===== src/adc_channel_movavg_microvolts_macros.svh =====
// Assertion macros for the ADC moving-average block.
// Needs nothing else; included by the top level only.
`ifndef ADC_CHANNEL_MOVAVG_MICROVOLTS_MACROS_SVH
`define ADC_CHANNEL_MOVAVG_MICROVOLTS_MACROS_SVH

// same-cycle implication
`define ACM_ASSERT_IMPL(label, clk, rst, ante, cons, msg) \
   label: assert property (@(posedge clk) disable iff (rst) (ante) |-> (cons)) else $error(msg);

// next-cycle implication
`define ACM_ASSERT_NEXT(label, clk, rst, ante, cons, msg) \
   label: assert property (@(posedge clk) disable iff (rst) (ante) |=> (cons)) else $error(msg);

`endif


===== src/acm_pkg.sv =====
// Shared types, constants and codes for the ADC moving-average block.
// No dependencies; imported by every module.
package acm_pkg;

   localparam int CHANNELS   = 4;
   localparam int MAX_WINDOW = 16;

   localparam int CODE_W     = 24;
   localparam int CHAN_W     = 3;
   localparam int UV_W       = 28;
   localparam int CH_IDX_W   = (CHANNELS > 1) ? $clog2(CHANNELS) : 1;
   localparam int IDX_W      = (MAX_WINDOW > 1) ? $clog2(MAX_WINDOW) : 1;
   localparam int FILL_W     = $clog2(MAX_WINDOW + 1);
   localparam int SUM_W      = CODE_W + $clog2(MAX_WINDOW);
   localparam int RING_DEPTH = CHANNELS * MAX_WINDOW;
   localparam int RING_AW    = (RING_DEPTH > 1) ? $clog2(RING_DEPTH) : 1;

   localparam int WIN_CFG_W  = 5;
   localparam int VREF_W     = 23;
   localparam int SNUM_W     = 5;
   localparam int SDEN_W     = 5;
   localparam int GAIN_W     = 7;
   localparam int CSR_DATA_W = 23;
   localparam int CSR_IDX_W  = 3;

   localparam int FS_SHIFT   = 23;
   localparam int GS_W       = GAIN_W + SDEN_W;
   localparam int PROD1_W    = CODE_W + VREF_W;
   localparam int DVD_W      = PROD1_W + SNUM_W;
   localparam int DVS_W      = GS_W + FS_SHIFT;
   localparam int STEP_W     = $clog2(DVD_W + 1);

   localparam logic [UV_W-1:0] UV_MAX_MAG = {1'b0, {(UV_W-1){1'b1}}};
   localparam logic [UV_W-1:0] UV_MIN_VAL = {1'b1, {(UV_W-1){1'b0}}};

   localparam logic [CSR_IDX_W-1:0] CSR_WINDOW_LEN = 3'd0;
   localparam logic [CSR_IDX_W-1:0] CSR_VREF       = 3'd1;
   localparam logic [CSR_IDX_W-1:0] CSR_SCALE_NUM  = 3'd2;
   localparam logic [CSR_IDX_W-1:0] CSR_SCALE_DEN  = 3'd3;
   localparam logic [CSR_IDX_W-1:0] CSR_PGA_GAIN   = 3'd4;

   typedef enum logic [1:0] {
      STATUS_OK      = 2'd0,
      STATUS_TIMEOUT = 2'd1,
      STATUS_RANGE   = 2'd2
   } status_type;

   typedef enum logic [3:0] {
      ST_IDLE,
      ST_READ,
      ST_UPDATE,
      ST_DIV1_GO,
      ST_DIV1_WAIT,
      ST_MUL1,
      ST_MUL2,
      ST_DIV2_GO,
      ST_DIV2_WAIT,
      ST_FIN
   } state_type;

   typedef struct packed {
      logic [CHAN_W-1:0] channel;
      logic [CODE_W-1:0] sample_code;
      logic              sample_valid;
   } req_type;

   typedef struct packed {
      logic [CHAN_W-1:0]        result_channel;
      status_type               status;
      logic signed [CODE_W-1:0] filtered_code;
      logic signed [UV_W-1:0]   microvolts;
   } rsp_type;

   typedef struct packed {
      logic                read;
      logic                update;
      logic                clear;
      logic [CH_IDX_W-1:0] chan;
      logic [FILL_W-1:0]   win;
      logic [CODE_W-1:0]   code;
   } hist_req_type;

   typedef struct packed {
      logic signed [SUM_W-1:0] sum;
      logic [FILL_W-1:0]       fill;
   } hist_rsp_type;

   typedef struct packed {
      logic              start;
      logic [DVD_W-1:0]  dividend;
      logic [DVS_W-1:0]  divisor;
      logic [STEP_W-1:0] steps;
   } div_req_type;

   typedef struct packed {
      logic             busy;
      logic             done;
      logic [DVD_W-1:0] quotient;
   } div_rsp_type;

endpackage


===== src/acm_div.sv =====
// Shared restoring divider, one quotient bit per cycle.
// Depends on acm_pkg; dividends narrower than DVD_W come in left-aligned.
module acm_div import acm_pkg::*; (
   input  logic        clock,
   input  logic        reset,
   input  div_req_type div_req,
   output div_rsp_type div_rsp
);

   logic [DVS_W-1:0]  rem_ff, rem_in;
   logic [DVD_W-1:0]  quo_ff;
   logic [DVS_W-1:0]  dvs_ff;
   logic [STEP_W-1:0] cnt_ff;
   logic              busy_ff;
   logic              done_ff;
   logic [DVS_W:0]    trial;
   logic [DVS_W:0]    diff;
   logic              ge;

   always_comb begin
      trial  = {rem_ff, quo_ff[DVD_W-1]};
      diff   = trial - {1'b0, dvs_ff};
      ge     = (trial >= {1'b0, dvs_ff});
      rem_in = ge ? diff[DVS_W-1:0] : trial[DVS_W-1:0];
   end

   always_ff @(posedge clock) begin
      if (reset) begin
         busy_ff <= 1'b0;
         done_ff <= 1'b0;
         cnt_ff  <= '0;
      end else begin
         done_ff <= 1'b0;
         if (div_req.start) begin
            busy_ff <= 1'b1;
            cnt_ff  <= div_req.steps;
         end else if (busy_ff) begin
            cnt_ff <= cnt_ff - 1'b1;
            if (cnt_ff == STEP_W'(1)) begin
               busy_ff <= 1'b0;
               done_ff <= 1'b1;
            end
         end
      end
   end

   always_ff @(posedge clock) begin
      if (div_req.start) begin
         rem_ff <= '0;
         quo_ff <= div_req.dividend;
         dvs_ff <= div_req.divisor;
      end else if (busy_ff) begin
         rem_ff <= rem_in;
         quo_ff <= {quo_ff[DVD_W-2:0], ge};
      end
   end

   assign div_rsp.busy     = busy_ff;
   assign div_rsp.done     = done_ff;
   assign div_rsp.quotient = quo_ff;

endmodule


===== src/acm_hist.sv =====
// Per-channel sample history: ring memory, running sum, write index, fill count.
// Depends on acm_pkg; read a slot first, then update at the same slot.
module acm_hist import acm_pkg::*; (
   input  logic         clock,
   input  logic         reset,
   input  hist_req_type hist_req,
   output hist_rsp_type hist_rsp
);

   logic signed [SUM_W-1:0] sum_ff [CHANNELS];
   logic [IDX_W-1:0]        idx_ff [CHANNELS];
   logic [FILL_W-1:0]       fill_ff [CHANNELS];
   logic [CODE_W-1:0]       ring [RING_DEPTH];
   logic [CODE_W-1:0]       rd_data_ff;

   logic signed [SUM_W-1:0] sum_in;
   logic [IDX_W-1:0]        idx_in;
   logic [FILL_W-1:0]       fill_in;
   logic [IDX_W-1:0]        idx_eff;
   logic [FILL_W-1:0]       idx_nxt;
   logic [RING_AW-1:0]      addr;
   logic                    full;
   logic signed [SUM_W-1:0] code_ext;
   logic signed [SUM_W-1:0] old_ext;

   always_comb begin
      idx_eff  = (FILL_W'(idx_ff[hist_req.chan]) >= hist_req.win) ? '0
                 : idx_ff[hist_req.chan];
      addr     = RING_AW'(RING_AW'(hist_req.chan) * RING_AW'(MAX_WINDOW)
                 + RING_AW'(idx_eff));
      full     = (fill_ff[hist_req.chan] >= hist_req.win);
      code_ext = {{(SUM_W-CODE_W){hist_req.code[CODE_W-1]}}, hist_req.code};
      old_ext  = {{(SUM_W-CODE_W){rd_data_ff[CODE_W-1]}}, rd_data_ff};
      sum_in   = sum_ff[hist_req.chan] + code_ext - (full ? old_ext : '0);
      fill_in  = full ? fill_ff[hist_req.chan] : fill_ff[hist_req.chan] + 1'b1;
      idx_nxt  = FILL_W'(idx_eff) + 1'b1;
      idx_in   = (idx_nxt >= hist_req.win) ? '0 : IDX_W'(idx_nxt);
   end

   always_ff @(posedge clock) begin
      if (reset || hist_req.clear) begin
         for (int c = 0; c < CHANNELS; c++) begin
            sum_ff[c]  <= '0;
            idx_ff[c]  <= '0;
            fill_ff[c] <= '0;
         end
      end else if (hist_req.update) begin
         sum_ff[hist_req.chan]  <= sum_in;
         idx_ff[hist_req.chan]  <= idx_in;
         fill_ff[hist_req.chan] <= fill_in;
      end
   end

   always_ff @(posedge clock) begin
      if (hist_req.read) begin
         rd_data_ff <= ring[addr];
      end
      if (hist_req.update) begin
         ring[addr] <= hist_req.code;
      end
   end

   assign hist_rsp.sum  = sum_ff[hist_req.chan];
   assign hist_rsp.fill = fill_ff[hist_req.chan];

endmodule


===== src/adc_channel_movavg_microvolts.sv =====
// Top level: request sequencer, scaling multipliers, CSRs and output register.
// Depends on acm_pkg, acm_hist, acm_div and the assertion macro header.
//
//   port group  direction  handshake            payload
//   req_        in         req_valid/req_ready  req_data  (req_type)
//   rsp_        out        rsp_valid/rsp_ready  rsp_data  (rsp_type)
//   csr_        in         csr_we               csr_index, csr_wdata
//
// A new request is taken only once the previous one has gone to the response
// register. A valid request goes through the single serial divider, doing
// sum/count and then the microvolt scaling.
// Timeout and out-of-range requests skip the history and the divider and go
// straight from ST_IDLE to ST_FIN.
// The response register frees the input side: the next request is taken while
// a result waits; a finished request stalls only while the previous result is
// unaccepted. Reset is synchronous; the ring needs no clearing.
`include "adc_channel_movavg_microvolts_macros.svh"
module adc_channel_movavg_microvolts import acm_pkg::*; (
   input  logic                  clock,
   input  logic                  reset,
   input  logic                  csr_we,
   input  logic [CSR_IDX_W-1:0]  csr_index,
   input  logic [CSR_DATA_W-1:0] csr_wdata,
   input  logic                  req_valid,
   output logic                  req_ready,
   input  req_type               req_data,
   output logic                  rsp_valid,
   input  logic                  rsp_ready,
   output rsp_type               rsp_data
);

   state_type state_ff, state_in;

   logic [WIN_CFG_W-1:0] window_ff;
   logic [VREF_W-1:0]    vref_ff;
   logic [SNUM_W-1:0]    snum_ff;
   logic [SDEN_W-1:0]    sden_ff;
   logic [GAIN_W-1:0]    gain_ff;

   req_type                  req_ff;
   status_type               status_ff;
   logic                     neg_ff;
   logic [CODE_W-1:0]        fmag_ff;
   logic signed [CODE_W-1:0] filt_ff;
   logic [PROD1_W-1:0]       prod1_ff;
   logic [DVD_W-1:0]         prod2_ff;
   logic [GS_W-1:0]          gs_ff;
   logic [DVS_W-1:0]         den_ff;
   logic signed [UV_W-1:0]   uv_ff;
   logic                     rsp_valid_ff;
   rsp_type                  rsp_data_ff;

   hist_req_type hist_req;
   hist_rsp_type hist_rsp;
   div_req_type  div_req;
   div_rsp_type  div_rsp;

   logic [FILL_W-1:0]  win;
   logic               accept;
   logic               out_free;
   logic               bad_chan;
   logic [SUM_W-1:0]   sum_mag;
   logic [GAIN_W-1:0]  gain_eff;
   logic [SDEN_W-1:0]  sden_eff;
   logic [DVD_W-1:0]   q;
   logic [UV_W-1:0]    uv_sat;

   acm_hist u_hist (
      .clock    (clock),
      .reset    (reset),
      .hist_req (hist_req),
      .hist_rsp (hist_rsp)
   );

   acm_div u_div (
      .clock   (clock),
      .reset   (reset),
      .div_req (div_req),
      .div_rsp (div_rsp)
   );

   always_comb begin
      if (window_ff == '0) begin
         win = FILL_W'(1);
      end else if (32'(window_ff) > 32'(MAX_WINDOW)) begin
         win = FILL_W'(MAX_WINDOW);
      end else begin
         win = FILL_W'(window_ff);
      end
      gain_eff = (gain_ff == '0) ? GAIN_W'(1) : gain_ff;
      sden_eff = (sden_ff == '0) ? SDEN_W'(1) : sden_ff;
      sum_mag  = hist_rsp.sum[SUM_W-1] ? SUM_W'(-hist_rsp.sum) : SUM_W'(hist_rsp.sum);
      bad_chan = (32'(req_data.channel) >= 32'(CHANNELS));
      q        = div_rsp.quotient;
      if (!neg_ff) begin
         uv_sat = (q > DVD_W'(UV_MAX_MAG)) ? UV_MAX_MAG : q[UV_W-1:0];
      end else begin
         uv_sat = (q > DVD_W'(UV_MIN_VAL)) ? UV_MIN_VAL : UV_W'(-q[UV_W-1:0]);
      end
      out_free = !rsp_valid_ff || rsp_ready;
   end

   always_comb begin
      state_in         = state_ff;
      req_ready        = 1'b0;
      hist_req.read    = 1'b0;
      hist_req.update  = 1'b0;
      hist_req.clear   = csr_we && (csr_index == CSR_WINDOW_LEN);
      hist_req.chan    = req_ff.channel[CH_IDX_W-1:0];
      hist_req.win     = win;
      hist_req.code    = req_ff.sample_code;
      div_req.start    = 1'b0;
      div_req.dividend = DVD_W'(sum_mag) << (DVD_W - SUM_W);
      div_req.divisor  = DVS_W'(hist_rsp.fill);
      div_req.steps    = STEP_W'(SUM_W);
      unique case (state_ff)
         ST_IDLE: begin
            req_ready = 1'b1;
            if (req_valid) begin
               state_in = (bad_chan || !req_data.sample_valid) ? ST_FIN : ST_READ;
            end
         end
         ST_READ: begin
            hist_req.read = 1'b1;
            state_in      = ST_UPDATE;
         end
         ST_UPDATE: begin
            hist_req.update = 1'b1;
            state_in        = ST_DIV1_GO;
         end
         ST_DIV1_GO: begin
            div_req.start = 1'b1;
            state_in      = ST_DIV1_WAIT;
         end
         ST_DIV1_WAIT: begin
            if (div_rsp.done) begin
               state_in = ST_MUL1;
            end
         end
         ST_MUL1: begin
            state_in = ST_MUL2;
         end
         ST_MUL2: begin
            state_in = ST_DIV2_GO;
         end
         ST_DIV2_GO: begin
            div_req.start    = 1'b1;
            div_req.dividend = prod2_ff + DVD_W'(den_ff >> 1);
            div_req.divisor  = den_ff;
            div_req.steps    = STEP_W'(DVD_W);
            state_in         = ST_DIV2_WAIT;
         end
         ST_DIV2_WAIT: begin
            if (div_rsp.done) begin
               state_in = ST_FIN;
            end
         end
         ST_FIN: begin
            if (out_free) begin
               state_in = ST_IDLE;
            end
         end
         default: begin
            state_in = ST_IDLE;
         end
      endcase
   end

   assign accept = req_valid && req_ready;

   always_ff @(posedge clock) begin
      if (reset) begin
         state_ff <= ST_IDLE;
      end else begin
         state_ff <= state_in;
      end
   end

   always_ff @(posedge clock) begin
      if (reset) begin
         window_ff <= WIN_CFG_W'(1);
         vref_ff   <= VREF_W'(2500000);
         snum_ff   <= SNUM_W'(2);
         sden_ff   <= SDEN_W'(1);
         gain_ff   <= GAIN_W'(1);
      end else if (csr_we) begin
         unique case (csr_index)
            CSR_WINDOW_LEN: window_ff <= csr_wdata[WIN_CFG_W-1:0];
            CSR_VREF:       vref_ff   <= csr_wdata[VREF_W-1:0];
            CSR_SCALE_NUM:  snum_ff   <= csr_wdata[SNUM_W-1:0];
            CSR_SCALE_DEN:  sden_ff   <= csr_wdata[SDEN_W-1:0];
            CSR_PGA_GAIN:   gain_ff   <= csr_wdata[GAIN_W-1:0];
            default: ;
         endcase
      end
   end

   // datapath
   always_ff @(posedge clock) begin
      if (accept) begin
         req_ff  <= req_data;
         filt_ff <= '0;
         uv_ff   <= '0;
         if (bad_chan) begin
            status_ff <= STATUS_RANGE;
         end else if (!req_data.sample_valid) begin
            status_ff <= STATUS_TIMEOUT;
         end else begin
            status_ff <= STATUS_OK;
         end
      end
      if (state_ff == ST_DIV1_GO) begin
         neg_ff <= hist_rsp.sum[SUM_W-1];
      end
      if (state_ff == ST_DIV1_WAIT && div_rsp.done) begin
         fmag_ff <= q[CODE_W-1:0];
         filt_ff <= neg_ff ? CODE_W'(-q[CODE_W-1:0]) : q[CODE_W-1:0];
      end
      if (state_ff == ST_MUL1) begin
         prod1_ff <= PROD1_W'(fmag_ff) * PROD1_W'(vref_ff);
         gs_ff    <= GS_W'(gain_eff) * GS_W'(sden_eff);
      end
      if (state_ff == ST_MUL2) begin
         prod2_ff <= DVD_W'(prod1_ff) * DVD_W'(snum_ff);
         den_ff   <= (DVS_W'(gs_ff) << FS_SHIFT) - DVS_W'(gs_ff);
      end
      if (state_ff == ST_DIV2_WAIT && div_rsp.done) begin
         uv_ff <= uv_sat;
      end
   end

   always_ff @(posedge clock) begin
      if (reset) begin
         rsp_valid_ff <= 1'b0;
      end else if (state_ff == ST_FIN && out_free) begin
         rsp_valid_ff <= 1'b1;
      end else if (rsp_ready) begin
         rsp_valid_ff <= 1'b0;
      end
   end

   always_ff @(posedge clock) begin
      if (state_ff == ST_FIN && out_free) begin
         rsp_data_ff.result_channel <= req_ff.channel;
         rsp_data_ff.status         <= status_ff;
         rsp_data_ff.filtered_code  <= filt_ff;
         rsp_data_ff.microvolts     <= uv_ff;
      end
   end

   assign rsp_valid = rsp_valid_ff;
   assign rsp_data  = rsp_data_ff;

   `ACM_ASSERT_IMPL(a_no_req_while_div, clock, reset, req_ready, !div_rsp.busy,
      "request taken while divider busy")
   `ACM_ASSERT_IMPL(a_fill_in_window, clock, reset, state_ff != ST_IDLE,
      hist_rsp.fill <= win, "fill count above window")
   `ACM_ASSERT_IMPL(a_bad_status_zero, clock, reset,
      rsp_valid && rsp_data.status != STATUS_OK,
      rsp_data.filtered_code == '0 && rsp_data.microvolts == '0,
      "nonzero result with error status")
   `ACM_ASSERT_NEXT(a_div_done_seq, clock, reset, div_rsp.done,
      state_ff == ST_MUL1 || state_ff == ST_FIN,
      "divider finished outside a wait state")

endmodule

===== config.mk =====
export PLATFORM = sky130hd
export DESIGN_NAME = adc_channel_movavg_microvolts
export DESIGN_NICKNAME = d
export VERILOG_FILES = /design/src/acm_pkg.sv /design/src/acm_div.sv /design/src/acm_hist.sv /design/src/adc_channel_movavg_microvolts.sv
export VERILOG_INCLUDE_DIRS = /design/src /design/src/src
export SDC_FILE = /design/constraint.sdc
export NUM_CORES = 2
export LEC_CHECK = 0
export BUFFER_PORTS_ARGS = -buffer_cell sky130_fd_sc_hd__buf_2
export CORE_MARGIN = 5
export CORE_UTILIZATION = 45
export CTS_CLUSTER_SIZE = 25
export DETAILED_ROUTE_END_ITERATION = 8
export MAX_ROUTING_LAYER = met4
export SETUP_SLACK_MARGIN = 0.4
export SYNTH_ARGS = -nofsm -noshare
export SYNTH_HDL_FRONTEND = slang
export SYNTH_SLANG_ARGS = --single-unit

===== constraint.sdc =====
create_clock -name clock -period 11.72 [get_ports clock]
set_clock_uncertainty 0.1 [all_clocks]
set_input_delay 1.758 -clock clock [delete_from_list [all_inputs] [get_ports clock]]
set_output_delay 1.758 -clock clock [all_outputs]
set_load 0.01 [all_outputs]

* After elaboration in Yosys (flattened, before gate mapping)
Memories as Yosys holds them, arrays and structs flattened. A register that Yosys moved wholly into a read port is not among the register bits.
Index checks and enable logic that the tools add are counted.
** Storage, ports and cells
- Bits in writable memories :: 1684
- Memories :: 4
- Output and inout port bits :: 59
- Bits in registers :: 489
- Word-level logic and storage cells :: 163
** Memories
- u_hist.ring :: words 64, bits a word 24, read ports 1, clocked after Yosys merged registers in 1, wr ports 1, RTL line acm_hist.sv:13 : logic [CODE_W-1:0] ring [RING_DEPTH];
- u_hist.sum_ff :: words 4, bits a word 28, read ports 1, clocked after Yosys merged registers in 1, wr ports 4, RTL line acm_hist.sv:10 : logic signed [SUM_W-1:0] sum_ff [CHANNELS];
- u_hist.fill_ff :: words 4, bits a word 5, read ports 1, clocked after Yosys merged registers in 1, wr ports 4, RTL line acm_hist.sv:12 : logic [FILL_W-1:0] fill_ff [CHANNELS];
- u_hist.idx_ff :: words 4, bits a word 4, read ports 1, clocked after Yosys merged registers in 1, wr ports 4, RTL line acm_hist.sv:11 : logic [IDX_W-1:0] idx_ff [CHANNELS];
** Cells by class
- $lt $le $gt $ge :: 8
- Reduce and logical (&&, ||, !) cells :: 30
- Multiply operators :: 3
- Add/sub/neg operators :: 12
- Bitwise logic cells :: 1
- Muxes and demuxes :: 58
- Equality and inequality tests :: 18
** Operators with widths (number)
- 28-bit 2-to-1 mux :: 8
- 52-bit 2-to-1 mux :: 2
- 93-bit 2-to-1 mux :: 1
- 24-bit 2-to-1 mux :: 3
- 28-bit negator :: 2
- 52-bit by 34-bit adder with 52-bit output :: 1
- 52-bit by 27-bit greater-than comparator with 1-bit output, second input constant :: 1
- 52-bit by 28-bit greater-than comparator with 1-bit output, second input constant :: 1
- 47-bit by 5-bit multiplier with 52-bit output :: 1
- 24-bit by 23-bit multiplier with 47-bit output :: 1
- 4-bit case mux with 10 select lines :: 1
- 36-bit by 35-bit >= comparator with 1-bit output :: 1
- 35-bit 2-to-1 mux :: 1
- 35-bit by 12-bit subtractor with 35-bit output :: 1
- 35-bit subtractor :: 1
- 4-bit 2-to-1 mux :: 8
- 28-bit adder :: 1
- 28-bit OR reduction :: 1
- 28-bit subtractor :: 1
- 5-bit 2-to-1 mux :: 5
- 24-bit negator :: 1
- 1-bit 2-to-1 mux :: 20
- 4-bit by 3-bit == test with 1-bit output, second input constant :: 4
- 7-bit by 5-bit multiplier with 12-bit output :: 1
- 35 further kinds :: 62

* Longest topological paths before layout
- Depth after elaboration :: 9
- Gate-level depth with buffers :: 29
- Mapped depth without buffers :: 26

* Modules after synthesis
Synthesis repeated with hierarchy kept, for this count alone.
** Second synthesis, totals
- Cell total of the unflattened synthesis :: 9299
- Area total of the unflattened synthesis :: 116829.5 um^2
** Modules (own cells, without submodules)
- acm_hist :: instances 1, sequential area each 51289.2 um^2, cells an instance 4115, area an instance 67051.8 um^2
- adc_channel_movavg_microvolts :: instances 1, sequential area each 10189.8 um^2, cells an instance 4485, area an instance 42443.2 um^2
- acm_div :: instances 1, sequential area each 3473.3 um^2, cells an instance 699, area an instance 7334.5 um^2

* Least setup slack after synthesis
Ideal clock, no wire load.
- Kind :: reg-to-reg
- From :: register state_ff[0]
- To :: register gs_ff[0], enable pin
- Data arrival time :: 6.758 ns
- Period minus slack after synthesis :: 7.502 ns
- Setup time :: 0.643 ns
- Stages on the path, launching flop included :: 3
- Required time :: 10.977 ns
- Buffers on the path :: 1
- Path slack :: 4.218 ns
- Cell sequence :: dfxtp_1 > clkbuf_1 > nor4b_1
** Between the ends
- Word-level cells in the longest chain between the ends :: 1
** RTL lines
- from (decl) :: RTL line adc_channel_movavg_microvolts.sv:32 : state_type state_ff, state_in;
- from (signal assigned) :: RTL line adc_channel_movavg_microvolts.sv:175 : state_ff <= state_in;
- 4-bit by 3-bit == test with 1-bit output :: RTL line adc_channel_movavg_microvolts.sv:219 : if (state_ff == ST_MUL1) begin
- to (signal assigned) :: RTL line adc_channel_movavg_microvolts.sv:221 : gs_ff <= GS_W'(gain_eff) * GS_W'(sden_eff);
- to (decl) :: RTL line adc_channel_movavg_microvolts.sv:47 : logic [GS_W-1:0] gs_ff;
Every way passes these cells.
A chain may end at the register's enable or synchronous reset.

* Worst setup path after layout
- From :: register vref_ff[14]
- To :: register prod1_ff[44] (data pin)
** Between the ends
- Word-level cells in the longest chain between the ends :: 1
** RTL lines
- from (decl) :: RTL line adc_channel_movavg_microvolts.sv:35 : logic [VREF_W-1:0] vref_ff;
- from (signal assigned) :: RTL line adc_channel_movavg_microvolts.sv:189 : CSR_VREF: vref_ff <= csr_wdata[VREF_W-1:0];
- 24-bit by 23-bit multiplier with 47-bit output :: RTL line adc_channel_movavg_microvolts.sv:220 : prod1_ff <= PROD1_W'(fmag_ff) * PROD1_W'(vref_ff);
- to (signal assigned) :: RTL line adc_channel_movavg_microvolts.sv:220
- to (decl) :: RTL line adc_channel_movavg_microvolts.sv:45 : logic [PROD1_W-1:0] prod1_ff;
Every way passes these cells.

==> metrics.cfg <==
[yosys]
syn_area_per_cell_um2=12.73
netlist.top_cell.by_area=edfxtp_1
synth_edf_count=2098
synth_flop_cell=edfxtp_1
netlist_area_um2=115600
syn_nets=10150
ys_warn_count=0
synth_top_cell_area_share_pct=54.51
async_flop_share_pct=0
netlist_top_cells_area=edfxtp_1 (55%), fa_1 (11%), ha_1 (4.0%)
ys_ff_latch=2193
netlist_instances=9080
synth_cell_types=80
yosysSeqAreaShare_pct=56.15

[power_and_ir_drop]
power_leakage_nw=47.42
p_total_mw=26.98
power_density_nw_per_um2=211.3
vdd_drop_max_v=0.0002634

[worst_setup_path]
crit_type=reg2reg
start_kind=flop
worst_ep_required_time_ps=12180
arrival_ps=8400
cp_max_fo=25
crit_path_end_kind=flop

[sta]
period_needed_ps=7936
period_share_pct=67.71
setup_tns_ps=0
slew_headroom_pct=13.94
setup_viol=0
hold_viol=0
grt_setup_unrepaired=no
final_max_slew_viol_count=0
worstMarginPinSlew_ps=1286
clock.fmax_ghz=0.1260

[clock_tree]
cts_hold_buffers=0
clk_pin_slew_ps=60
cts_root_buf=clkbuf_16
clock_path_buffers=3
post_cts_buffers=0
clkLatencyLatePin_ps=890
cts_tree=done
cts.sinks=2193
htreeDepth=4
cts_resized=0
cts-buffers-inserted=228

[min_path]
hp-class=reg2reg

[global_route]
antenna_found_initial=15
grt_max_degree=114
overflow=0
grt_pass1_wl_um=496900
grt_pass1_vias=74990
grt_use_total_pct=25.79

[cells_and_area]
final_common_cell=edfxtp_1
area_growth_pct=10.50
nNetsFinal=10230
stdcell_area_um2=127700
final_cell_mix=edfxtp_1 (2098), nand2_1 (1152), inv_1 (877)
drive_gt1_share_pct=9.984
utilization_pct=49.85

[drt]
drtAntennaViolNets=0
avgViaCountPerCell=5.826
dr.pass1.iters=8
drt_iter0_drc=7773
wl_per_cell_um=26.47
drc=0
routed_wl_um=337400
via_count=74270

[floorplanning]
rows=186
coreArea_um2=256200
die_area_um2=267100
die_w_um=516.8
dieHeight_um=516.8
pin_count=118
start_util_pct=45.11

[place]
gp_congestion=0.9273
place_area_um2=120400
hpwl_um=220200
portBuffers=117

[flow_run]
drv_cap=0

[run_status]
status=complete, no violations

-- synthesized netlist by cell type (9+ instances only) --
| master | count |
|---|---|
| a211oi_1 | 31 |
| a21boi_0 | 14 |
| a21o_1 | 108 |
| a21oi_1 | 487 |
| a221o_1 | 39 |
| a221oi_1 | 100 |
| a222oi_1 | 107 |
| a22oi_1 | 135 |
| a311oi_1 | 9 |
| a31oi_1 | 92 |
| and2_1 | 383 |
| and3_1 | 61 |
| buf_1 | 42 |
| buf_2 | 97 |
| clkbuf_1 | 311 |
| dfxtp_1 | 95 |
| edfxtp_1 | 2098 |
| fa_1 | 638 |
| ha_1 | 373 |
| inv_1 | 882 |
| mux2_2 | 74 |
| mux2i_1 | 70 |
| mux4_2 | 111 |
| nand2_1 | 1156 |
| nand2b_1 | 31 |
| nand3_1 | 77 |
| nand3b_1 | 32 |
| nand4_1 | 47 |
| nor2_1 | 421 |
| nor2b_1 | 42 |
| nor3_1 | 97 |
| nor3b_1 | 9 |
| nor4_1 | 26 |
| nor4b_1 | 10 |
| o211ai_1 | 24 |
| o21a_1 | 29 |
| o21ai_0 | 240 |
| o21bai_1 | 27 |
| o22ai_1 | 16 |
| o31ai_1 | 24 |
| or2_2 | 12 |
| or3_1 | 30 |
| or4_1 | 12 |
| xnor2_1 | 158 |
| xor2_1 | 96 |
-- power by group --
| part | internal, mW | switching [mW] |
|---|---|---|
| clock | 3.93 | 3.12 |
| combinational | 3.44 | 6.80 |
| sequential | 9.46 | 0.236 |
| total | 16.8 | 10.2 |
-- flip-flops by register name, summed over array words and instances, names as in the netlist, 6 cells and up, named ones only --
signal and cells:
u_hist.ring 1536, u_hist.sum_ff 112, rsp_data 57, prod2_ff 52, u_div.quo_ff 52, prod1_ff 47
u_div.rem_ff 35, den_ff 32, u_div.dvs_ff 32, uv_ff 28, hist_req 26, filt_ff 24
fmag_ff 24, u_hist.rd_data_ff 24, vref_ff 23, u_hist.fill_ff 20, u_hist.idx_ff 16, gs_ff 12
gain_ff 7, u_div.cnt_ff 6
-- logic make-up (layout without fill, tap and decap cells) --
family | count (synthesis) | after routing | share of synthesized area, %
compound gates | 1555 | 1555 | 8.955
xor+xnor | 254 | 254 | 1.925
fa+ha+maj | 1011 | 1011 | 15.09
buf+inv | 1346 | 1621 | 4.515
flops | 2193 | 2193 | 56.15
mux | 258 | 258 | 3.519
other cells | 0 | 8 | 0
simple gates | 2463 | 2463 | 9.847
-- per-layer routing --
| layer | global-route usage [%] | share of wire (%) | vias up |
|---|---|---|---|
| li1 | - | - | 32570 |
| met1 | 32.30 | 39 | 38020 |
| met2 | 43.02 | 49 | 3089 |
| met3 | 3.539 | 7.3 | 588 |
| met4 | 9.637 | 4.4 | 0 |
| met5 | - | 0 | - |
-- worst paths after layout --
kind | start | end | slack (ps) | cells after the start
worst min-delay path | filt_ff[11]$_SDFFCE_PN0P_ | rsp_data[39]$_DFFE_PP_ | 320 | 0
worst max register to register | vref_ff[14]$_SDFFE_PP0P_ | prod1_ff[44]$_DFFE_PP_ | 3780 | 22
worst max-delay path | vref_ff[14]$_SDFFE_PP0P_ | prod1_ff[44]$_DFFE_PP_ | 3780 | 22
worst min register to register | filt_ff[11]$_SDFFCE_PN0P_ | rsp_data[39]$_DFFE_PP_ | 320 | 0
-- cell type report --
cell class,count,area (um2)
Tap cell,3384,4234
Antenna cell,8,20.02
Fill cell,22060,128500
Multi-Input combinational cell,5541,45800
Inverter,887,3341
Timing Repair Buffer,313,2157
Sequential cell,2193,64910
Clock inverter,129,1190
Clock buffer,292,6072
-- critical path, stage by stage (launching register included) --
cell and delay, ps:
dfxtp_1 1100, nand2_1 190, fa_1 580, inv_1 50
fa_1 490, fa_1 570, fa_1 440, fa_1 490
fa_1 500, inv_1 50, fa_1 490, inv_1 50
ha_1 340, and2_1 250, nand3_1 90, or4_1 390
nor3_1 250, inv_1 70, o2111a_1 280, o31ai_1 450
a21o_1 190, a21oi_1 70, xnor2_1 140
-- metrics by stage --
step                      hold slack, ps  worst slack, ps  std cells
after floorplan                    300.3             4218       9080
after global placement             304.3             3861      12320
after detailed placement           304.5             3864      12320
after CTS                          318.3             3771      12740
after global routing               328.5             3389      12740
final                              317.3             3784      12750
Note: power is estimated with default switching activity, not from simulation.
